`src/sv/v3n_pkg.sv`:
```
// Shared types and constants for vec3_normalize.
// No dependencies.
package v3n_pkg;

  localparam int unsigned CompW   = 16;
  localparam int unsigned SumW    = 32;
  localparam int unsigned RootW   = 16;
  localparam int unsigned QuotW   = 15;
  localparam int unsigned SqrtRemW = RootW + 2;
  localparam int unsigned DivRemW = RootW + 1;
  localparam int unsigned NumLanes = 3;
  localparam logic [QuotW-1:0] OneQ14 = 15'd16384;

  // item in flight through the square-root cells
  typedef struct packed {
    logic [SumW-1:0]                     rad;   // remaining radicand bits, MSB first
    logic [SqrtRemW-1:0]                 rem;
    logic [RootW-1:0]                    root;
    logic [NumLanes-1:0][CompW-1:0]      comp;
  } sqrt_t;

  // item in flight through the divider cells
  typedef struct packed {
    logic [RootW-1:0]                    len;
    logic                                zero;
    logic [NumLanes-1:0]                 neg;
    logic [NumLanes-1:0]                 nbit;  // dividend bit still to shift in
    logic [NumLanes-1:0][DivRemW-1:0]    rem;
    logic [NumLanes-1:0][QuotW-1:0]      quot;
  } div_t;

endpackage

```
`src/sv/v3n_sqrt_cell.sv`:
```
// One digit step of the integer square root, registered, with handshake.
// Depends on v3n_pkg.
module v3n_sqrt_cell (
  input  logic           clk_i,
  input  logic           rst_ni,
  input  logic           valid_i,
  output logic           ready_o,
  input  v3n_pkg::sqrt_t data_i,
  output logic           valid_o,
  input  logic           ready_i,
  output v3n_pkg::sqrt_t data_o
);

  logic           vld_q;
  v3n_pkg::sqrt_t dat_q, dat_d;
  logic [v3n_pkg::SqrtRemW:0]   r2;
  logic [v3n_pkg::SqrtRemW-1:0] trial;

  assign ready_o = !vld_q || ready_i;

  always_comb begin
    dat_d = data_i;
    r2    = {data_i.rem[v3n_pkg::SqrtRemW-2:0], data_i.rad[v3n_pkg::SumW-1 -: 2]};
    trial = {data_i.root, 2'b01};
    dat_d.rad = {data_i.rad[v3n_pkg::SumW-3:0], 2'b00};
    if (r2 >= {1'b0, trial}) begin
      dat_d.rem  = v3n_pkg::SqrtRemW'(r2 - {1'b0, trial});
      dat_d.root = {data_i.root[v3n_pkg::RootW-2:0], 1'b1};
    end else begin
      dat_d.rem  = r2[v3n_pkg::SqrtRemW-1:0];
      dat_d.root = {data_i.root[v3n_pkg::RootW-2:0], 1'b0};
    end
  end

  always_ff @(posedge clk_i or negedge rst_ni) begin
    if (!rst_ni) begin
      vld_q <= 1'b0;
    end else if (ready_o) begin
      vld_q <= valid_i;
    end
  end

  always_ff @(posedge clk_i) begin
    if (ready_o && valid_i) begin
      dat_q <= dat_d;
    end
  end

  assign valid_o = vld_q;
  assign data_o  = dat_q;

endmodule

```
`config.mk`:
```
export PLATFORM = sky130hd
export DESIGN_NAME = v3n_sqrt_cell
export DESIGN_NICKNAME = d
export VERILOG_FILES = /design/src/sv/v3n_pkg.sv /design/src/sv/v3n_sqrt_cell.sv
export SDC_FILE = /design/constraint.sdc
export NUM_CORES = 1
export LEC_CHECK = 0
export BUFFER_PORTS_ARGS = -buffer_cell sky130_fd_sc_hd__buf_2
export CAP_MARGIN = 15
export CORE_MARGIN = 2
export CORE_UTILIZATION = 33
export CTS_BUF_LIST = sky130_fd_sc_hd__clkbuf_4
export DETAILED_ROUTE_END_ITERATION = 7
export PLACE_DENSITY = 0.65
export SYNTH_ARGS = -nofsm -noshare
export SYNTH_HDL_FRONTEND = slang
export SYNTH_SLANG_ARGS = --single-unit
```
`constraint.sdc`:
```
create_clock -name clk_i -period 4.67 [get_ports clk_i]
set_input_delay 0 -clock clk_i [delete_from_list [all_inputs] [get_ports clk_i]]
set_output_delay 0 -clock clk_i [all_outputs]
set_load 0.01 [all_outputs]
```
Word level (Yosys, flattened, before mapping)
Index checks and enable logic that the tools add are counted.
{"block": "totals", "output_inout_bits": 116, "register_bits": 113, "word_cells": 13, "input_bits": 118}
{"block": "op_classes", "magnitude_cmp": 1, "mux": 1, "n_addsub": 1, "reduce_logical": 3}
{"cell": "two-way mux 34 bit", "count": 1}
{"cell": ">= comparator 19 x 18 -> 1 bit", "count": 1}
{"cell": "subtractor 18 bit", "count": 1}
{"cell": "logical AND 1 bit", "count": 1}
{"cell": "logical NOT 1 bit", "count": 1}
{"cell": "logical OR 1 bit", "count": 1}

Depth between registers and ports, before layout
Gate-level depths: netlist of run 1.
{"block": "logic_depth", "ltp_word": 3, "mapped_depth": 10}

Least setup slack after synthesis of run 1
Ideal clock, no wire load.
{"block": "synth_path", "path_kind": "register to register", "startpoint": "register vld_q (netlist: valid_o)", "endpoint": "register dat_q (netlist bit data_o[0]), enable pin", "synth_period_minus_slack_ps": 3671, "stages_incl_launch_ff": 3, "path_slack_ps": 999, "setup_ps": 484, "arrival_ps": 3187, "required_ps": 4186, "path_buffers": 0, "cell_sequence": "dfrtp_1 -> nand2b_1 -> and2_1"}
{"block": "synth_between", "elab_chain_len": 3}
{"item": "start: declaration", "line_no": "v3n_sqrt_cell.sv:14", "rtl": "logic vld_q;"}
{"item": "start signal: assignment", "line_no": "v3n_sqrt_cell.sv:39", "rtl": "vld_q <= valid_i;"}
{"item": "logical NOT 1 bit", "line_no": "v3n_sqrt_cell.sv:19", "rtl": "assign ready_o = !vld_q || ready_i;"}
{"item": "logical OR 1 bit", "line_no": "v3n_sqrt_cell.sv:19"}
{"item": "named net ready_o", "line_no": "v3n_sqrt_cell.sv:7", "rtl": "output logic ready_o,"}
{"item": "logical AND 1 bit", "line_no": "v3n_sqrt_cell.sv:44", "rtl": "if (ready_o && valid_i) begin"}
{"item": "end signal: assignment", "line_no": "v3n_sqrt_cell.sv:45", "rtl": "dat_q <= dat_d;"}
{"item": "end: declaration", "line_no": "v3n_sqrt_cell.sv:15", "rtl": "v3n_pkg::sqrt_t dat_q, dat_d;"}
The timed path passes the listed nets, and every way through them passes these cells.
A chain may end at the register's enable or synchronous reset.

==> results of run 1 <==
## area by class of cell
cell class | count | area [um^2]
Sequential cell | 113 | 3390
Fill cell | 1219 | 6780
Clock inverter | 15 | 183
Clock buffer | 17 | 128
Tap cell | 184 | 230
Inverter | 26 | 97.6
Timing Repair Buffer | 347 | 2320
Multi-Input combinational cell | 164 | 1310
## power by group through the flow
stage               sequential [uW]  clock, uW  combinational, uW
floorplan                      1280          0                188
global placement               1230          0                369
detailed placement             1240          0                376
CTS                            1210        800                456
global route                   1220        849                497
finish                         1210        781                458
## layer usage
| metal | share of wire | routed length [um] |
|---|---|---|
| met1 | 0.38 | 5750 |
| met3 | 0.070 | 1050 |
| met4 | 0.024 | 365 |
| met2 | 0.52 | 7780 |
| met5 | 0 | 0 |
## flip-flops by register name, indices dropped and copies added, names as in the netlist
| register | count |
|---|---|
| data_o | 112 |
| valid_o | 1 |
## synthesized netlist by cell type (5+ instances only)
cell type / number
a21oi_1: 16
xnor2_1: 9
ha_1: 18
o31ai_4: 6
o2111ai_1: 6
mux2_2: 8
nand3_1: 5
edfxtp_1: 112
nand2_1: 13
o21ai_0: 12
nor2_1: 12
inv_1: 26
nand2b_1: 6
## kinds of logic (layout without fill, tap and decap cells)
| group | Yosys count | after routing | share of synthesized area |
|---|---|---|---|
| AOI/OAI and AO/OA | 67 | 67 | 0.117 |
| xor gates and xnor gates | 9 | 9 | 0.0162 |
| adders and majority gates | 18 | 18 | 0.0464 |
| buffers and inverters | 34 | 405 | 0.0340 |
| DFF | 113 | 113 | 0.698 |
| muxes | 10 | 10 | 0.0227 |
| other | 1 | 2 | 0.000773 |
| and+or+nand+nor | 58 | 58 | 0.0642 |
## worst register-to-register path: cells and delay by family, from the launching register on
kind	cells	cell delay, ps
and+or+nand+nor	2	1010
DFF	1	410
buffers and inverters	1	540
## worst max-delay path by stage
stage / cells after the start / slack [ps] / endpoint / startpoint
after CTS: 10 / 1710 / data_o[71] / data_i[54]
after global routing: 10 / 1490 / data_o[71] / data_i[54]
after floorplan: 2 / 1000 / data_o[0] / valid_o
final: 10 / 1660 / data_o[71] / data_i[54]
after detailed placement: 9 / 1690 / data_o[71] / data_i[54]
after global placement: 9 / 1700 / data_o[72] / data_i[54]
## stage by stage
stage               instance area [um^2]  power, uW  utilization  hold WS [ps]  worst slack [ps]
finish                              7650       2450        0.530           177              1660
global route                        7650       2570        0.530           144              1490
CTS                                 7650       2470        0.530           130              1710
detailed placement                  6190       1610        0.429          -224              1690
global placement                    6190       1600        0.429          -225              1700
floorplan                           4860       1460            -          -296               999
## cell usage in the layout (no fill, tap or decap), types with 4 or more instances in the layout
cell and n:
o21ai_0 12, nand3_1 5, inv_1 26, o211ai_1 4, nand2_1 13, nor2_1 12
o31ai_4 6, clkbuf_4 17, a21oi_1 16, nor3_1 4, edfxtp_1 112, and4_1 4
nand4_1 4, xnor2_1 9, o2111ai_1 6, ha_1 18, nand2b_1 6, mux2_2 8
clkinv_4 4, buf_2 230, dlygate4sd3_1 115
==> results.cfg, run 1 <==
[status]
outcome = finished, final reports clean

[grt]
use_met1 = 0.209
met3_usage = 0.0582
grt_max_degree = 88
grt_overflow = 0
grt_use_total = 0.189
grt_pass1_vias = 4164
busiest_layer = met2
grt_antenna_before_repair = 0
met2_usage = 0.339
grt_pass1_wl_mm = 22.7

[timing]
max_slew_margin = 0.268
timing_hold_violations_final = 0
fin_skew_ps = 14.5
tns_ps = 0
max_freq_mhz = 332
rsz0062_at_grt = no
post-route-period-util = 0.644
tightest_slew_ps = 1100
timing.final.crit_period_ps = 3010
final_max_slew_viol_count = 0
setup_viol = 0

[finish]
fin_cells = 866
drive_gt1_frac = 0.418
area_growth_pct = 57.6
antennaDiodeCount = 0
nets = 805

[cts]
insertion_delay_ps = 540
clk_pin_slew_ps = 120
hold_buffers = 115
cts_resized = 0
cts_root_buf = clkbuf_4
cts_tree = yes
numCtsBuffers = 17
post_cts_buffers = 0
clockBufferDepth = 2
clock_sinks = 113
htree_levels = 4

[route]
vias = 4014
drt_iter0_markers = 290
wl_per_cell_um = 17.3
drc_errors = 0
drt_first_pass_iters = 6
wl_mm = 14.9
routed_via_density = 4.64
ant_nets = 0

[placed_design]
gp_congestion = 0.872
hpwl_mm = 10.1
placed_cells = 719
io_buffer_count = 230

[power_and_ir_drop]
p_clk_frac = 0.318
pwr-share-seq = 0.495
net-switching-power_uw = 659
power_density_nw_per_um2 = 321
leakage_uw = 0.00325
p_sw_frac = 0.269
ir_drop_mv = 0.130
combPwrFrac = 0.187
p_int_uw = 1790

[synth]
synth_enable_flop_cells = 112
ys.flop_type = edfxtp_1
yosys-top-cells-area = edfxtp_1 69%, ha_1 4.6%, o31ai_4 2.6%, inv_1 2.0%, mux2_2 1.9%
syn_area_per_cell_um2 = 15.7
postSynth.asyncResetShare = 0.00885
netlist_area_um2 = 4850
synth_top_area_frac = 0.693
yosysWarnings = 0
ys_types = 47
syn_inst = 310
yosys_register_bits = 113
ys_seq_area_frac = 0.698
yosysTopAreaCell = edfxtp_1

[critical_path]
path_class = in -> reg
cp-end-kind = register
crit_family = compound AO/OA/AOI/OAI gates
cp_max_fo = 14
cp.arrival_ps = 3290
path_buf_inv = 4
reg2reg_to = data_o[70]
ff2ff_setup_slack_ps = 2370
path_cells = dlygate4sd3_1 > buf_2 > inv_1 > ha_1 > a21oi_1 > o21ai_0 > a21oi_1 > o211a_1 > buf_4 > mux2_2
slowest_stage = a21oi_1
reg2reg_from = valid_o
crit_top_cell = a21oi_1
worst-r2r-cell-count = 3
slowest_delay_ps = 600
critPathLaunchType = primary input
crit_required_ps = 4950

[hold_path]
hold_path_depth = 2
holdPathEnd = data_o[25]
hp-class = in -> reg
min_from = data_i[25]

[die]
start_util = 0.336
core_area_um2 = 14400
dieArea_um2 = 15700
die_y_um = 125
rows = 44
die_w_um = 125
ios = 234

[flow_run]
maxCapViolations = 0
Note: power is estimated with default switching activity, not from simulation.
==> run 2, diff against run 1 <==
==> constraint.sdc (replaced) <==
create_clock -name clk_i -period 3 [get_ports clk_i]
set_input_delay 0 -clock clk_i [delete_from_list [all_inputs] [get_ports clk_i]]
set_output_delay 0 -clock clk_i [all_outputs]
set_load 0.01 [all_outputs]
==> run 2 against run 1 <==
  * Combinational power grew 58%
  * Global-route usage shrank 0.13 points
  * Routed wire length fell by 1.7%
  * Total power is 65% higher
  * Utilization rose by 0.86 points
  * Via count increased by 0.85%
  * Die area is the same
  * Critical endpoint is now data_o[79]
  * Largest cell class unchanged
  * Largest power group unchanged
==> results.cfg, run 2 (synthesis gave the netlist of run 1 again) <==
[status]
outcome = finished, final reports clean

[grt]
grt_max_degree = 48
grt_antenna_before_repair = 1
grt_pass1_wl_mm = 22.5
grt_overflow = 0
grt_use_total = 0.187
grt_pass1_vias = 4198

[power_and_ir_drop]
power_density_nw_per_um2 = 520
ir_drop_mv = 0.219
combPwrFrac = 0.179
pwr-share-seq = 0.466
p_sw_frac = 0.244
p_clk_frac = 0.354
net-switching-power_uw = 989
leakage_uw = 0.00331
p_int_uw = 3060

[critical_path]
reg2reg_from = valid_o
cp.arrival_ps = 2910
critPathLaunchType = primary input
crit_start = data_i[56]
worst-r2r-cell-count = 3
path_class = in -> reg
slowest_stage = dlygate4sd3_1
path_buf_inv = 4
cp_max_fo = 11
crit_family = compound AO/OA/AOI/OAI gates
crit_required_ps = 3270
cp-end-kind = register
path_cells = dlygate4sd3_1 > buf_2 > inv_1 > ha_1 > nand2_1 > o21ai_0 > a21oi_1 > o211a_1 > buf_4 > a211o_2
cp_num_cells = 10
slowest_delay_ps = 550

[cts]
cts_tree = yes
clockBufferDepth = 2
numCtsBuffers = 17
cts_root_buf = clkbuf_4
htree_levels = 4
cts_resized = 0
clk_pin_slew_ps = 100
hold_buffers = 115
post_cts_buffers = 0
insertion_delay_ps = 500
clock_sinks = 113

[die]
start_util = 0.336
ios = 234
dieArea_um2 = 15700
core_area_um2 = 14400
die_y_um = 125
rows = 44
die_w_um = 125

[route]
drt_first_pass_iters = 6
ant_nets = 0
wl_per_cell_um = 16.9
drc_errors = 0
vias = 4048
drt_iter0_markers = 268
wl_mm = 14.7
routed_via_density = 4.64

[finish]
nets = 810
stdcell_area_um2 = 7770
area_growth_pct = 60.2
final_core_util = 0.539
layout_commonest_cell = buf_2
mostFrequentLayoutCells = 230 x buf_2, 115 x dlygate4sd3_1, 112 x edfxtp_1
drive_gt1_frac = 0.422
largest_register_ffs = 112

[timing]
max_slew_margin = 0.572
setup_viol = 0
final_max_slew_viol_count = 0
max_freq_mhz = 378
tightest_slew_ps = 643
timing.final.crit_period_ps = 2640
tns_ps = 0
rsz0062_at_grt = no
post-route-period-util = 0.881
timing.hold.ws_ps = 210
fin_skew_ps = 13.7
timing_hold_violations_final = 0

[hold_path]
hp-class = in -> reg
min_from = data_i[110]
hold_path_depth = 2

[placed_design]
placed_cell_area_um2 = 6250
io_buffer_count = 230
hpwl_mm = 10.4
gp_congestion = 0.837

[flow_run]
maxCapViolations = 0
run 2: area by class of cell:
type	instances	area [um^2]
clock inverters	14	234
multi-input cells	164	1310
diodes	1	2.50
inverters	26	97.6
clock buffers	18	135
repair buffers	352	2380
fillers	1199	6650
well taps	184	230
flip-flops and latches	113	3390
run 2: path summary, 6_finish.rpt:
path / endpoint / slack [ps]
setup / recovery: data_o[79] / 360
hold / removal: data_o[112] / 210
setup reg to reg: data_o[66] / 1280
hold reg to reg: data_o[89] / 1070
max in group asynchronous: valid_o / 2590
min in group asynchronous: valid_o / 310
run 2: worst register-to-register path, cell delays in order, from the launching register on:
cell and delay [ps]:
dfrtp_1 390, nand2b_1 130, and2_4 590, buf_12 300
run 2: power groups by stage:
stage,combinational [uW],clock (uW),sequential [uW]
floorplan,293,0,1980
global placement,594,0,1920
detailed placement,602,0,1920
CTS,728,1470,1890
global route,785,1540,1900
finish,725,1430,1890
run 2: per-stage QoR:
step | total power [uW] | cells | setup WS, ps
2_1_floorplan | 2270 | 311 | 575
3_3_place_gp | 2510 | 724 | 370
3_5_place_dp | 2520 | 724 | 361
4_1_cts | 4080 | 871 | 405
5_1_grt | 4220 | 872 | 275
6_report | 4050 | 872 | 356
run 2: per-layer routing:
metal / routed length [um] / track usage
met5: 0 / 0
met4: 320 / 0.0667
met3: 819 / 0.0556
met2: 7680 / 0.338
met1: 5880 / 0.210
==> run 3, diff against run 2 <==
--- a/config.mk
+++ b/config.mk
@@ -7,7 +7,6 @@
 export LEC_CHECK = 0
 export BUFFER_PORTS_ARGS = -buffer_cell sky130_fd_sc_hd__buf_2
 export CAP_MARGIN = 15
-export CORE_MARGIN = 2
 export CORE_UTILIZATION = 33
 export CTS_BUF_LIST = sky130_fd_sc_hd__clkbuf_4
 export DETAILED_ROUTE_END_ITERATION = 7
==> run 3 against run 2 <==
  * Via count shrank 1.4%
  * Largest cell class unchanged
  * Setup slack gained 52 ps
  * Hold slack lost 13 ps
  * Highest routed layer unchanged
  * Critical endpoint unchanged
==> results.cfg, run 3 (synthesis gave the netlist of run 1 again) <==
[timing]
max_slew_margin = 0.585
max_freq_mhz = 386
setup_viol = 0
rsz0062_at_grt = no
final_max_slew_viol_count = 0
tightest_slew_ps = 622
tns_ps = 0
timing_hold_violations_final = 0
fin_skew_ps = 9.28
post-route-period-util = 0.864
setup_ws_ps = 408
timing.hold.ws_ps = 196
timing.final.crit_period_ps = 2590

[die]
die_y_um = 123
die_w_um = 123
ios = 234
dieArea_um2 = 15200
rows = 43
start_util = 0.344
core_area_um2 = 14100

[cts]
clockBufferDepth = 2
clk_pin_slew_ps = 110
insertion_delay_ps = 520
htree_levels = 4
post_cts_buffers = 0
cts_tree = yes
numCtsBuffers = 17
cts_resized = 0
cts_root_buf = clkbuf_4
clock_sinks = 113

[critical_path]
reg2reg_from = valid_o
cp.arrival_ps = 2880
cp-endpoint = data_o[79]
crit_start = data_i[49]
slowest_stage = dlygate4sd3_1
cp-end-kind = register
worst-r2r-cell-count = 3
cp_max_fo = 10
slowest_delay_ps = 520
path_class = in -> reg
ff2ff_setup_slack_ps = 1250
path_cells = dlygate4sd3_1 > buf_2 > inv_1 > ha_1 > nand3_1 > a311oi_4 > o211ai_4 > o211a_1 > buf_4 > a211o_2
crit_required_ps = 3280
reg2reg_to = data_o[24]
critPathLaunchType = primary input

[grt]
grt_overflow = 0
grt_antenna_before_repair = 0
grt_pass1_vias = 3983
grt_use_total = 0.190
grt_max_degree = 46
grt_pass1_wl_mm = 21.1

[hold_path]
hp-class = in -> reg

[status]
outcome = finished, final reports clean

[power_and_ir_drop]
ir_drop_mv = 0.234
power_density_nw_per_um2 = 500
net-switching-power_uw = 984
p_int_uw = 2870
p_sw_frac = 0.255
leakage_uw = 0.00328
combPwrFrac = 0.188
p_clk_frac = 0.323
pwr-share-seq = 0.489

[route]
drc_errors = 0
drt_iter0_markers = 287
ant_nets = 0
wl_mm = 14.4
drt_first_pass_iters = 4
vias = 3991
wl_per_cell_um = 16.6
routed_via_density = 4.60

[finish]
layout_commonest_cell = buf_2
stdcell_area_um2 = 7710
final_core_util = 0.547
mostFrequentLayoutCells = 230 x buf_2, 115 x dlygate4sd3_1, 112 x edfxtp_1
largest_register_ffs = 112
drive_gt1_frac = 0.421
area_growth_pct = 58.8
nets = 811
antennaDiodeCount = 0

[placed_design]
gp_congestion = 0.830
io_buffer_count = 230
dp_slack_ps = 394
placed_cell_area_um2 = 6240
hpwl_mm = 10.1

[flow_run]
maxCapViolations = 0
[run 3: layout make-up]
| cell class | count | area [um^2] |
|---|---|---|
| timing repair buffer | 353 | 2370 |
| inverter | 26 | 97.6 |
| sequential | 113 | 3390 |
| multi-input combinational | 164 | 1310 |
| clock inverter | 14 | 188 |
| fill | 1190 | 6390 |
| clock buffer | 17 | 128 |
| tap | 180 | 225 |
[run 3: routing by layer]
layer  vias to the layer above  share of wire  global-route usage
met3                        19          0.077              0.0530
met2                       173           0.52               0.345
met4                         0          0.018              0.0670
met1                      1870           0.39               0.213
li1                       1929              -                   -
met5                         -              0                   0
[run 3: power by group through the flow]
stage / sequential [uW] / combinational, uW / clock [uW]
4_1_cts: 1880 / 729 / 1280
3_5_place_dp: 1920 / 603 / 0
6_report: 1880 / 726 / 1250
3_3_place_gp: 1920 / 594 / 0
5_1_grt: 1890 / 793 / 1340
2_1_floorplan: 1980 / 293 / 0
[run 3: critical path: cells and delay by family]
family / cells / cell delay (ps)
adder cells (fa/ha/maj): 1 / 410
AND/OR/NAND/NOR: 1 / 190
buffers and inverters: 4 / 950
AO/OA/AOI/OAI: 4 / 1320
[run 3: how the worst min path moves through the flow]
stage / from / to / slack (ps) / depth (start not counted)
after global placement: rst_ni / valid_o / -220 / 1
final: data_i[4] / data_o[4] / 200 / 2
after global routing: data_i[21] / data_o[21] / 150 / 2
after CTS: data_i[100] / data_o[102] / 130 / 2
after detailed placement: rst_ni / valid_o / -210 / 1
after floorplan: rst_ni / valid_o / -300 / 0
[run 3: through the flow]
step / instances / total power, uW
final: 867 / 3860
after global routing: 867 / 4030
after CTS: 867 / 3890
after detailed placement: 721 / 2520
after global placement: 721 / 2510
after floorplan: 311 / 2270
[run 3: repair_timing]
| action | 4_1_cts | 5_1_grt |
|---|---|---|
| hold buffers | 115 | 0 |
| setup endpoints to repair | 0 | 0 |
| hold endpoints to repair | 113 | 0 |
