==> config.mk <==
export PLATFORM = sky130hd
export DESIGN_NAME = v3n_div_cell
export DESIGN_NICKNAME = d
export VERILOG_FILES = /design/src/sv/v3n_pkg.sv /design/src/sv/v3n_div_cell.sv
export SDC_FILE = /design/constraint.sdc
export NUM_CORES = 1
export LEC_CHECK = 0
export BUFFER_PORTS_ARGS = -buffer_cell sky130_fd_sc_hd__buf_2
export CORE_ASPECT_RATIO = 1.75
export CORE_MARGIN = 1
export CORE_UTILIZATION = 49
export DETAILED_ROUTE_END_ITERATION = 7
export HOLD_SLACK_MARGIN = 0.05
export PLACE_DENSITY = 0.86
export SYNTH_ARGS = -nofsm -noshare
export SYNTH_HDL_FRONTEND = slang
export SYNTH_SLANG_ARGS = --single-unit
==> constraint.sdc <==
create_clock -name clk_i -period 5 [get_ports clk_i]
set_input_delay 0.5 -clock clk_i [delete_from_list [all_inputs] [get_ports clk_i]]
set_output_delay 0.5 -clock clk_i [all_outputs]
set_load 0.1 [all_outputs]
==> src/sv/v3n_pkg.sv <==
// Shared types and constants for vec3_normalize.
// No dependencies.
package v3n_pkg;

  localparam int unsigned CompW   = 16;
  localparam int unsigned SumW    = 32;
  localparam int unsigned RootW   = 16;
  localparam int unsigned QuotW   = 15;
  localparam int unsigned SqrtRemW = RootW + 2;
  localparam int unsigned DivRemW = RootW + 1;
  localparam int unsigned NumLanes = 3;
  localparam logic [QuotW-1:0] OneQ14 = 15'd16384;

  // item in flight through the square-root cells
  typedef struct packed {
    logic [SumW-1:0]                     rad;   // remaining radicand bits, MSB first
    logic [SqrtRemW-1:0]                 rem;
    logic [RootW-1:0]                    root;
    logic [NumLanes-1:0][CompW-1:0]      comp;
  } sqrt_t;

  // item in flight through the divider cells
  typedef struct packed {
    logic [RootW-1:0]                    len;
    logic                                zero;
    logic [NumLanes-1:0]                 neg;
    logic [NumLanes-1:0]                 nbit;  // dividend bit still to shift in
    logic [NumLanes-1:0][DivRemW-1:0]    rem;
    logic [NumLanes-1:0][QuotW-1:0]      quot;
  } div_t;

endpackage

==> src/sv/v3n_div_cell.sv <==
// One quotient bit of the three component divisions, registered, with handshake.
// Depends on v3n_pkg.
module v3n_div_cell (
  input  logic          clk_i,
  input  logic          rst_ni,
  input  logic          valid_i,
  output logic          ready_o,
  input  v3n_pkg::div_t data_i,
  output logic          valid_o,
  input  logic          ready_i,
  output v3n_pkg::div_t data_o
);

  logic          vld_q;
  v3n_pkg::div_t dat_q, dat_d;
  logic [v3n_pkg::DivRemW-1:0] r2;

  assign ready_o = !vld_q || ready_i;

  always_comb begin
    dat_d      = data_i;
    dat_d.nbit = '0;
    r2         = '0;
    for (int l = 0; l < v3n_pkg::NumLanes; l++) begin
      r2 = {data_i.rem[l][v3n_pkg::DivRemW-2:0], data_i.nbit[l]};
      if (r2 >= {1'b0, data_i.len}) begin
        dat_d.rem[l]  = r2 - {1'b0, data_i.len};
        dat_d.quot[l] = {data_i.quot[l][v3n_pkg::QuotW-2:0], 1'b1};
      end else begin
        dat_d.rem[l]  = r2;
        dat_d.quot[l] = {data_i.quot[l][v3n_pkg::QuotW-2:0], 1'b0};
      end
    end
  end

  always_ff @(posedge clk_i or negedge rst_ni) begin
    if (!rst_ni) begin
      vld_q <= 1'b0;
    end else if (ready_o) begin
      vld_q <= valid_i;
    end
  end

  always_ff @(posedge clk_i) begin
    if (ready_o && valid_i) begin
      dat_q <= dat_d;
    end
  end

  assign valid_o = vld_q;
  assign data_o  = dat_q;

endmodule

# Word-level counts from Yosys, hierarchy flattened
# Cells that the tools add are included.
# totals
regBits	117
input_bits	123
output_inout_bits	121
word_cells	25
# classes
addsub	3
order_cmp	3
n_mux	6
reduce_logical	3
# ops
op	n
17-bit by 16-bit >= comparator with 1-bit output	3
17-bit 2-to-1 mux	3
17-bit by 16-bit subtractor with 17-bit output	3
1-bit 2-to-1 mux	3
1-bit logical AND	1
1-bit logical NOT	1
1-bit logical OR	1

# Logic depth before layout (Yosys ltp)
# Gate-level depths: netlist of the first run.
# logic_depth
ltp_word	3
mapped_depth	12
ltp_nobuf	10

# Worst setup path before layout of the first run
# No wires, ideal clock.
# synth_timing
path_type	reg2reg
from	reg vld_q, in the netlist valid_o
to	reg dat_q, in the netlist data_o[0] (enable)
setup_ns	0.488
arrival_ns	4.447
required_ns	4.512
slack_ns	0.065
stages_incl_launch_ff	3
path_buffers	0
period_less_slack_ns	4.935
path_cell_list	dfrtp_1 nand2b_1 and2_1
# synth_via
elab_chain_cells	3
# synth_rtl
item	line	text
start: declaration	v3n_div_cell.sv:14	logic vld_q;
start signal: assignment	v3n_div_cell.sv:40	vld_q <= valid_i;
1-bit logical NOT	v3n_div_cell.sv:18	assign ready_o = !vld_q || ready_i;
1-bit logical OR	v3n_div_cell.sv:18	
via ready_o	v3n_div_cell.sv:7	output logic ready_o,
1-bit logical AND	v3n_div_cell.sv:45	if (ready_o && valid_i) begin
end signal: assignment	v3n_div_cell.sv:46	dat_q <= dat_d;
end: declaration	v3n_div_cell.sv:15	v3n_pkg::div_t dat_q, dat_d;
# The timed path passes the listed nets, and every way through them passes these cells.
# A chain may end at the register's enable or synchronous reset.

==> results of run 1 <==
power groups by stage:
stage / Combinational, uW / Clock, uW / Sequential (uW)
floorplan: 412 / 0 / 1770
global placement: 1160 / 0 / 1220
detailed placement: 1170 / 0 / 1230
CTS: 1180 / 1190 / 1210
global route: 1250 / 1230 / 1210
finish: 1190 / 1180 / 1210
cells by family after synthesis:
logic type / after synthesis / share of synthesized area (%)
and+or+nand+nor: 135 / 9.66
buffers and inverters: 47 / 2.97
muxes: 28 / 4.95
AOI/OAI and AO/OA: 172 / 16.4
DFF: 117 / 52.0
xor gates and xnor gates: 32 / 4.16
other: 1 / 0.0556
adders and majority gates: 51 / 9.79
state kept, by name (all words and copies together), names as in the netlist:
| register | flops |
|---|---|
| valid_o | 1 |
| data_o | 116 |
cell usage in the layout (no fill, tap or decap), types with 6 or more instances in the layout:
cell	Yosys	final
edfxtp_1	116	116
nor2b_1	7	7
a21oi_1	63	63
xor2_1	15	15
ha_1	48	48
clkbuf_16	0	17
nand3_1	9	9
o21ai_0	28	28
inv_6	0	7
mux2_2	19	19
o211ai_1	6	6
nand2_1	31	31
a211oi_1	9	9
a21o_1	17	17
o21a_1	11	11
inv_1	34	34
xnor2_1	17	17
mux2_4	6	6
nand2b_1	11	11
nor3_1	8	8
buf_2	4	234
nor2_1	43	43
routing by layer:
metal | global-route usage [%] | vias to the layer above
met5 | 0 | -
met4 | 12.4 | 0
met3 | 7.78 | 53
met2 | 52.0 | 304
met1 | 26.9 | 2685
li1 | - | 2698
Yosys cell counts, types with 11 or more instances:
cell type	n	area [um2]
nor2_1	43	161
inv_1	34	128
nand2_1	31	116
o21a_1	11	82.6
xnor2_1	17	149
ha_1	48	601
mux2_2	19	214
a21o_1	17	128
o21ai_0	28	140
nand2b_1	11	68.8
a21oi_1	63	315
edfxtp_1	116	3480
xor2_1	15	131
metrics by stage:
step                      instance area (um2)  power (uW)  hold slack, ns
final                                    8680        3580           0.254
after global routing                     8670        3700           0.242
after CTS                                8670        3580           0.253
after detailed placement                 8090        2400           0.279
after global placement                   8090        2380           0.277
after floorplan                          6750        2180           0.204
final cells by class:
cell class / instances / area [um2]
Tap cell: 174 / 218
Sequential cell: 117 / 3510
Inverter: 34 / 128
Clock inverter: 14 / 141
Multi-Input combinational cell: 421 / 3050
Antenna cell: 1 / 2.50
Clock buffer: 18 / 429
Timing Repair Buffer: 238 / 1200
Fill cell: 1071 / 4710
critical path, cell delays in order:
cell      delay [ns]
buf_2           0.11
inv_1           0.13
ha_1            0.32
a21o_1          0.23
a31oi_1         0.27
nor2_1          0.11
o211ai_1        0.25
nand3_1         0.76
mux2_2          0.58
worst min path at each step:
stage	slack (ns)	endpoint	start	cells after the start
6_report	0.25	data_o[11]	data_i[10]	1
5_1_grt	0.24	data_o[37]	data_i[36]	1
4_1_cts	0.25	data_o[11]	data_i[10]	1
3_5_place_dp	0.28	valid_o	rst_ni	1
3_3_place_gp	0.28	valid_o	rst_ni	1
2_1_floorplan	0.20	valid_o	rst_ni	0
==> results by group, run 1 <==
Status
  • Run status: complete, no violations

Detailed routing
  • Wire length on met3: between 1500 and 2000 um
  • Vias post-DR: 5740
  • Via density: approximately 5.6
  • Remaining antenna violation count: 0
  • DRC: 0
  • Met2 Wirelength: between 10000 and 15000 um
  • Total wire length: 19200 um
  • Routed met1 length: 6500 um
  • Initial DRT Pass Iterations: 7
  • Wire per inst: approximately 19 um
  • Iter 0 DRT Violations: about 300
  • Top sig layer: met4

STA
  • # setup viols final: 0
  • Setup ws final: roughly 1.9 ns
  • RSZ-0062 raised after global routing: no
  • Worst-Margin Slew: 1.12 ns
  • Slew Viols, Final: 0
  • Final Skew: 0.00732 ns
  • Final min period: 3.12 ns
  • Setup TNS Final: 0 ns
  • Final hold vios: 0
  • Max Fclk: 320 MHz
  • Slew HR: between 20% and 30%
  • Fin crit share: between 60% and 70%

Place
  • GPL Wtd Cong: 0.925
  • Hpwl dp: 14500 um
  • PortBufs: approximately 230
  • Placed cells: 983
  • Worst slack, placed: ~1.5 ns

Setup path
  • R2R setup slack: 2.93 ns
  • CP Capture Type: flop
  • Setup CP Type: in2reg
  • Reg2Reg Depth: 3
  • CP Data Arrival Time: approximately 3.3 ns
  • FF-to-FF Start: valid_o
  • Req. time, crit path: 5.16 ns
  • Critical path launch point type: input pin
  • Critical path peak fanout: 26
  • Setup crit start: data_i[111]
  • Crit path to: data_o[86]
  • Reg2reg end: data_o[57]

Global routing
  • Largest net degree at the start of global routing: 50
  • Gr usage total: 27.3%
  • First-pass GRT wire length: roughly 29000 um
  • Initial antenna violation count: 1
  • GR Overflow Total: 0
  • Vias in the first global route: between 5000 and 6000

Floorplan
  • Core ar.: between 10000 and 15000 um2
  • Die Y: approximately 160 um
  • Site Rows: 56
  • # IOs: around 240
  • Die Area: between 10000 and 15000 um2
  • Horiz. Die Dim: 90.7 um
  • Initial Utilization: between 50% and 60%

Synth
  • Mapped Cells: roughly 580
  • Post-synth cell types: 58
  • Ys async rst share: 0.855%
  • Post-synthesis cell area: between 6000 and 7000 um2
  • Register area share after synthesis: a little over half
  • Syn_area_per_cell: 11.6 um2
  • Number of synthesized flops with an enable pin: 116
  • Synth Register Bits: around 120
  • Yosys warnings: 0
  • Most used DFF post-synth: edfxtp_1

Clock tree
  • CTS resizes: 0
  • Num Clock Sinks: roughly 120
  • Clock transition at path regs: about 0.060 ns
  • Maximum buffer depth of the clock tree: 2
  • Root Buffer: clkbuf_16
  • Setup bufs post-CTS: 0
  • Worst-Skew Late Latency: approximately 0.42 ns
  • CTS Hold Buffers Added: 1
  • Num CTS Buffers: 17
  • CTS tree: done
  • Htree depth: 4

Finish
  • Layout Nets: 1003
  • Post-Route Utilization: 64.8%
  • P&R area growth vs syn: 28.6%
  • Fraction of layout cells with a size suffix above 1: 36.2%
  • Final cell count without fillers: slightly above 1000

Pwr
  • Sw power: approximately 1400 uW
  • Sequential Power Share: roughly a third
  • Power per Cell Area: approximately 400 nW/um2
  • Power share of the combinational group: roughly 33%
  • Clock power frac: between 30% and 40%
  • Worst vdd ir: 0.237 mV
  • Sw frac: about two fifths
  • Power Internal: 2180 uW
  • Static Leak: ~0.0038 uW

Run
  • Max-cap violation count: 0

Hold path
  • HP Class: in2reg
(Power assumes the default switching activity.)
==> run 2: changes to the inputs <==
ABC_AREA = 1   (was default)
CORE_UTILIZATION = 47   (was 49)
PLACE_DENSITY = 0.85   (was 0.86)
clock period = 2.6 ns   (was 5 ns; I/O delays follow)
==> run 2 against run 1 <==
  * Setup slack got worse by 1.7 ns
  * Cell count grew 45%
  * First-iteration DRC count rose by 43%
  * The flow now finishes with violations (DRC)
  * Utilization fell by 0.31 points
  * Sequential share of layout area is 6.3 points lower
  * Sequential power rose by 92%
  * Via count rose by 30%
==> results by group, run 2 <==
Status
  • Run status: finished with violations
  • Failing checks: DRC

STA
  • # setup viols final: 0
  • Final min period: ~2.5 ns
  • Fin crit share: about 95%
  • Slew HR: between 50% and 60%
  • Final Skew: roughly 0.011 ns
  • Setup TNS Final: 0 ns
  • Final hold vios: 0
  • Max Fclk: roughly 400 MHz
  • Worst-Margin Slew: around 0.63 ns
  • RSZ-0062 raised after global routing: yes
  • WHS: around 0.11 ns
  • Slew Viols, Final: 0

Clock tree
  • Clock transition at path regs: roughly 0.05 ns
  • Root Buffer: clkbuf_16
  • Num Clock Sinks: about 120
  • Htree depth: 4
  • CTS tree: done
  • Maximum buffer depth of the clock tree: 2
  • Num CTS Buffers: 17
  • Worst-Skew Late Latency: 0.42 ns

Floorplan
  • Site Rows: 61
  • Die Y: roughly 170 um
  • Horiz. Die Dim: roughly 100 um
  • Initial Utilization: about half
  • Core ar.: approximately 16000 um2
  • Die Area: approximately 17000 um2
  • # IOs: between 200 and 250

Setup path
  • Crit path top cell by count: nand2_1
  • Critical path launch point type: input pin
  • CP Capture Type: flop
  • Critical path's slowest cell: dlygate4sd3_1
  • CP cell instances: dlygate4sd3_1, buf_2, inv_1, ha_1, nand2_1, nand2_1, nand2_1, nand2_1, nand2_1, nand2_1, nor2_1, nand2_1, buf_6, nand3_1, nand2_1
  • Critical path peak fanout: 16
  • Req. time, crit path: 2.76 ns
  • Critical Path Max Stage Delay: between 0.5 and 0.6 ns
  • CP Data Arrival Time: about 2.6 ns
  • Reg2Reg Depth: 2
  • Setup CP Type: in2reg

Pwr
  • Sequential Power Share: about 32%
  • Power per Cell Area: a little under 700 nW/um2
  • Sw power: ~2700 uW
  • Static Leak: between 0.005 and 0.006 uW
  • Sw frac: between 30% and 40%
  • Power share of the combinational group: 33.7%
  • Worst vdd ir: around 0.36 mV
  • Clock power frac: 33.9%
  • Power Internal: about 4400 uW

Place
  • Hpwl dp: 17200 um
  • GPL Wtd Cong: ~0.96
  • PortBufs: about 230

Synth
  • Synth Register Bits: roughly 120
  • Post-synth cell types: 31
  • Area leader, netlist: edfxtp_1
  • Number of synthesized flops with an enable pin: ~120
  • Ys async rst share: less than 1%
  • Register area share after synthesis: between 40 and 50%
  • Mapped Cells: 960
  • Syn_area_per_cell: between 7 and 8 um2
  • Yosys warnings: 0
  • Most instantiated cells after synthesis: nand2_1, inv_1, edfxtp_1
  • Top cell type's share of synthesized area: between 40% and 50%
  • Most used DFF post-synth: edfxtp_1
  • Post-synthesis cell area: about 7700 um2
  • Most numerous cell in the Yosys netlist: nand2_1
  • Synth area leaders: edfxtp_1, nand2_1, inv_1, ha_1, nand3_1

Finish
  • Max FFs per register: approximately 120
  • P&R area growth vs syn: 34.3%
  • Fillers: 1347
  • Commonest non-fill, non-tap cells in the layout: nand2_1, buf_2, inv_1
  • Most common cell after layout, fill and taps aside: nand2_1
  • Layout Nets: between 1000 and 1500
  • Fraction of layout cells with a size suffix above 1: about a quarter

Detailed routing
  • Vias post-DR: 7446
  • Wire per inst: around 16 um
  • Remaining antenna violation count: 0
  • Via density: just over 5
  • Total wire length: about 23000 um
  • DRC: 16
  • Iter 0 DRT Violations: between 400 and 500
  • Initial DRT Pass Iterations: 8

Hold path
  • HP Class: in2reg
  • Worst hold path depth: 3

Global routing
  • Gr usage total: between 20% and 30%
  • Vias in the first global route: about 7300
  • First-pass GRT wire length: about 35000 um
  • GR Overflow Total: 0
  • Initial antenna violation count: 3
  • Largest net degree at the start of global routing: between 100 and 150

Run
  • Max-cap violation count: 0
run 2: cell count changes after synthesis, sizes merged, moves of 11 or more:
| cell | previous run | this run |
|---|---|---|
| nand2 | 31 | 388 |
| inv | 34 | 174 |
| nand3 | 9 | 58 |
| a21oi | 65 | 28 |
| nand4 | 4 | 31 |
| mux2 | 25 | 0 |
| o21ai | 33 | 8 |
| a21o | 17 | 0 |
| xnor2 | 17 | 3 |
| nand2b | 11 | 0 |
| o21a | 11 | 0 |
run 2: final timing paths:
path / from / endpoint / slack [ns]
worst min-delay path: valid_i / valid_o / 0.11
worst min register to register: valid_o / valid_o / 0.61
min in group asynchronous: rst_ni / valid_o / 0.15
worst max register to register: valid_o / data_o[37] / 1.01
worst max-delay path: data_i[113] / data_o[71] / 0.13
max in group asynchronous: rst_ni / valid_o / 2.35
run 2: per-stage QoR:
stage               total power, uW  std cells  util (%)  setup slack (ns)  area [um2]
floorplan                      4200        962         -            -0.464        7690
global placement               4620       1378      56.7             0.245        9040
detailed placement             4650       1378      56.7             0.262        9040
CTS                            7140       1471      64.3             0.113       10300
global route                   7420       1473      64.5           -0.0324       10300
finish                         7140       1473      64.5             0.131       10300
run 2: logic make-up after synthesis:
logic type | synth area share [%]
xor+xnor | 2.40
buf+inv | 10.0
flops | 45.8
other cells | 0.0489
fa+ha+maj | 8.62
simple gates | 30.7
compound gates | 2.40
run 2: power groups by stage:
stage	combinational (uW)	clock [uW]	sequential, uW
4_1_cts	2380	2450	2310
5_1_grt	2570	2520	2330
3_5_place_dp	2300	0	2350
2_1_floorplan	842	0	3360
3_3_place_gp	2270	0	2350
6_report	2410	2420	2320
run 2: timing repair:
action,4_1_cts,5_1_grt
hold buffers,61,0
gates resized for setup,0,10
setup buffers,0,0
endpoints found under the setup margin,0,31
endpoints found under the hold margin,61,0
run 2: area by class of cell:
class	instances	area, um2	area share, %
flip-flops and latches	117	3510	34.1
multi-input cells	657	3430	33.3
repair buffers	302	1850	18.0
inverters	174	656	6.37
clock buffers	23	478	4.64
well taps	189	236	2.30
clock inverters	9	126	1.23
diodes	2	5.00	0.0486
run 2: metal layers:
metal | routed length [um] | up-vias | GRT usage [%]
met2 | 12500 | 268 | 52.0
met3 | 1180 | 78 | 4.90
met4 | 1240 | 0 | 18.7
li1 | - | 3688 | -
met5 | 0 | - | 0
met1 | 8300 | 3412 | 28.2
run 2: worst max-delay path: cells and delay by family:
family	cells	cell delay, ns
buf+inv	4	1.13
fa+ha+maj	1	0.34
simple gates	10	0.90
==> run 3: changes to the inputs <==
--- a/config.mk
+++ b/config.mk
@@ -15,2 +15,3 @@
 export PLACE_DENSITY = 0.85
+export REMOVE_ABC_BUFFERS = 1
 export SYNTH_ARGS = -nofsm -noshare
==> constraint.sdc (replaced) <==
create_clock -name clk_i -period 2.6 [get_ports clk_i]
set_input_delay 0.65 -clock clk_i [delete_from_list [all_inputs] [get_ports clk_i]]
set_output_delay 0.65 -clock clk_i [all_outputs]
set_load 0.02 [all_outputs]
==> run 3 against run 2 <==
  * The run still ends with DRC left
  * Clock-buffer cell count is 6 lower
  * Maximum frequency is 11% higher
  * Design area is 2.2% lower
  * Power is 11% lower
  * Global-route usage is 1.3 points lower
  * Sequential share of layout area is 0.74 points higher
  * Setup slack better by 0.25 ns
  * Routed wire length is 4.5% lower
  * Sequential power hardly changed
  * Combinational power is 34% lower
  * Largest cell class unchanged
  * Largest power group unchanged
==> results by group, run 3 (synthesized netlist as in run 2, its figures left out) <==
STA
  • Fin crit share: 85.5%
  • Final hold vios: 0
  • Max Fclk: approximately 450 MHz
  • RSZ-0062 raised after global routing: no
  • Slew Viols, Final: 0
  • Final Skew: 0.00892 ns
  • # setup viols final: 0
  • Final min period: between 2 and 2.5 ns

Pwr
  • Power share of the combinational group: approximately 25%
  • Power per Cell Area: ~630 nW/um2
  • Static Leak: around 0.0054 uW
  • Clock power frac: between 30% and 40%
  • Sw frac: 29.9%
  • Sequential Power Share: 36.2%
  • Sw power: about 1900 uW
  • Power Internal: 4460 uW
  • Worst vdd ir: ~0.36 mV

Finish
  • Commonest non-fill, non-tap cells in the layout: nand2_1, buf_2, inv_1
  • Post-Route Utilization: between 60% and 70%
  • Area of the multi-input gates: about 3400 um2
  • FF/Latch Area: roughly 3500 um2
  • Max FFs per register: ~120
  • Fillers: around 1400
  • Most common cell after layout, fill and taps aside: nand2_1
  • Design area: between 10000 and 15000 um2
  • ANT cells: 0
  • P&R area growth vs syn: 31.3%
  • Fraction of layout cells with a size suffix above 1: between 20 and 30%
  • Layout Nets: ~1400

Detailed routing
  • Iter 0 DRT Violations: between 200 and 300
  • Total wire length: between 20000 and 25000 um
  • Via density: 5.03
  • DRC: 16
  • Wire per inst: roughly 15 um
  • Remaining antenna violation count: 0
  • Initial DRT Pass Iterations: 8
  • Vias post-DR: between 7000 and 8000

Setup path
  • R2R setup slack: roughly 1.1 ns
  • Setup crit start: data_i[109]
  • CP Data Arrival Time: between 2 and 2.5 ns
  • CP Capture Type: flop
  • FF-to-FF Start: valid_o
  • Critical path peak fanout: 14
  • Setup CP Type: in2reg
  • Critical path launch point type: input pin
  • Req. time, crit path: ~2.7 ns

Clock tree
  • Num Clock Sinks: ~120
  • Htree depth: 4
  • Setup bufs post-CTS: 0
  • Clock transition at path regs: roughly 0.06 ns
  • CTS resizes: 0
  • Num CTS Buffers: 17
  • CTS tree: done
  • Worst-Skew Late Latency: ~0.41 ns
  • Root Buffer: clkbuf_16
  • CTS Hold Buffers Added: 1
  • Maximum buffer depth of the clock tree: 2

Global routing
  • GR Overflow Total: 0
  • Initial antenna violation count: 0
  • First-pass GRT wire length: approximately 34000 um
  • Vias in the first global route: ~7200
  • Largest net degree at the start of global routing: between 40 and 50
  • Gr usage total: roughly a quarter

Floorplan
  • Die Area: about 17000 um2
  • # IOs: 244
  • Site Rows: 61
  • Horiz. Die Dim: 98.5 um
  • Die Y: between 150 and 200 um
  • Initial Utilization: between 40 and 50%
  • Core ar.: between 15000 and 20000 um2

Hold path
  • HP Class: in2reg
  • HP Start: data_i[99]

Place
  • Area post-placement: approximately 9400 um2
  • PortBufs: 234
  • GPL Wtd Cong: ~0.94
  • Hpwl dp: ~18000 um

Status
  • Failing checks: DRC
  • Run status: finished with violations

Run
  • Max-cap violation count: 0
[run 3: worst paths after layout]
path,to,cells after the start
min,data_o[99],1
max in group asynchronous,valid_o,2
max reg2reg,data_o[71],2
min in group asynchronous,valid_o,2
max,data_o[70],12
min reg2reg,valid_o,2
[run 3: layout make-up]
type	count	share of cell area, %
clock buffers	17	4.23
well taps	189	2.35
multi-input cells	657	33.8
inverters	174	6.49
repair buffers	290	16.2
flip-flops and latches	117	34.9
clock inverters	15	2.03
[run 3: power by group through the flow]
stage	Sequential [uW]	Combinational, uW	Clock, uW
final	2310	1590	2480
after detailed placement	2350	1570	0
after CTS	2310	1580	2520
after global placement	2340	1530	0
after global routing	2320	1750	2590
after floorplan	2560	792	0
[run 3: critical path, cell delays in order]
cell and delay, ns:
buf_2 0.13, inv_1 0.13, ha_1 0.38, nand2_1 0.11, nor2_1 0.20, nand3_1 0.13
nand3_1 0.13, nand2_1 0.06, nand2_1 0.13, inv_2 0.15, nand2_1 0.09, nand2_1 0.08
[run 3: routing by layer]
metal / global-route usage (%) / part of all wire, % / vias up
li1: - / - / 3663
met3: 4.53 / 5.3 / 83
met2: 51.4 / 55 / 293
met1: 24.9 / 34 / 3307
met4: 19.2 / 6.5 / 0
met5: 0 / 0 / -
[run 3: through the flow]
stage	setup TNS [ns]	hold WS, ns	total power [uW]	cells	setup slack [ns]
floorplan	-500.13	0.354	3350	948	-4.31
global placement	0	0.424	3870	1426	0.00500
detailed placement	0	0.426	3910	1426	0.000803
CTS	0	0.400	6410	1459	0.430
global route	0	0.390	6670	1459	0.255
finish	0	0.416	6370	1459	0.378
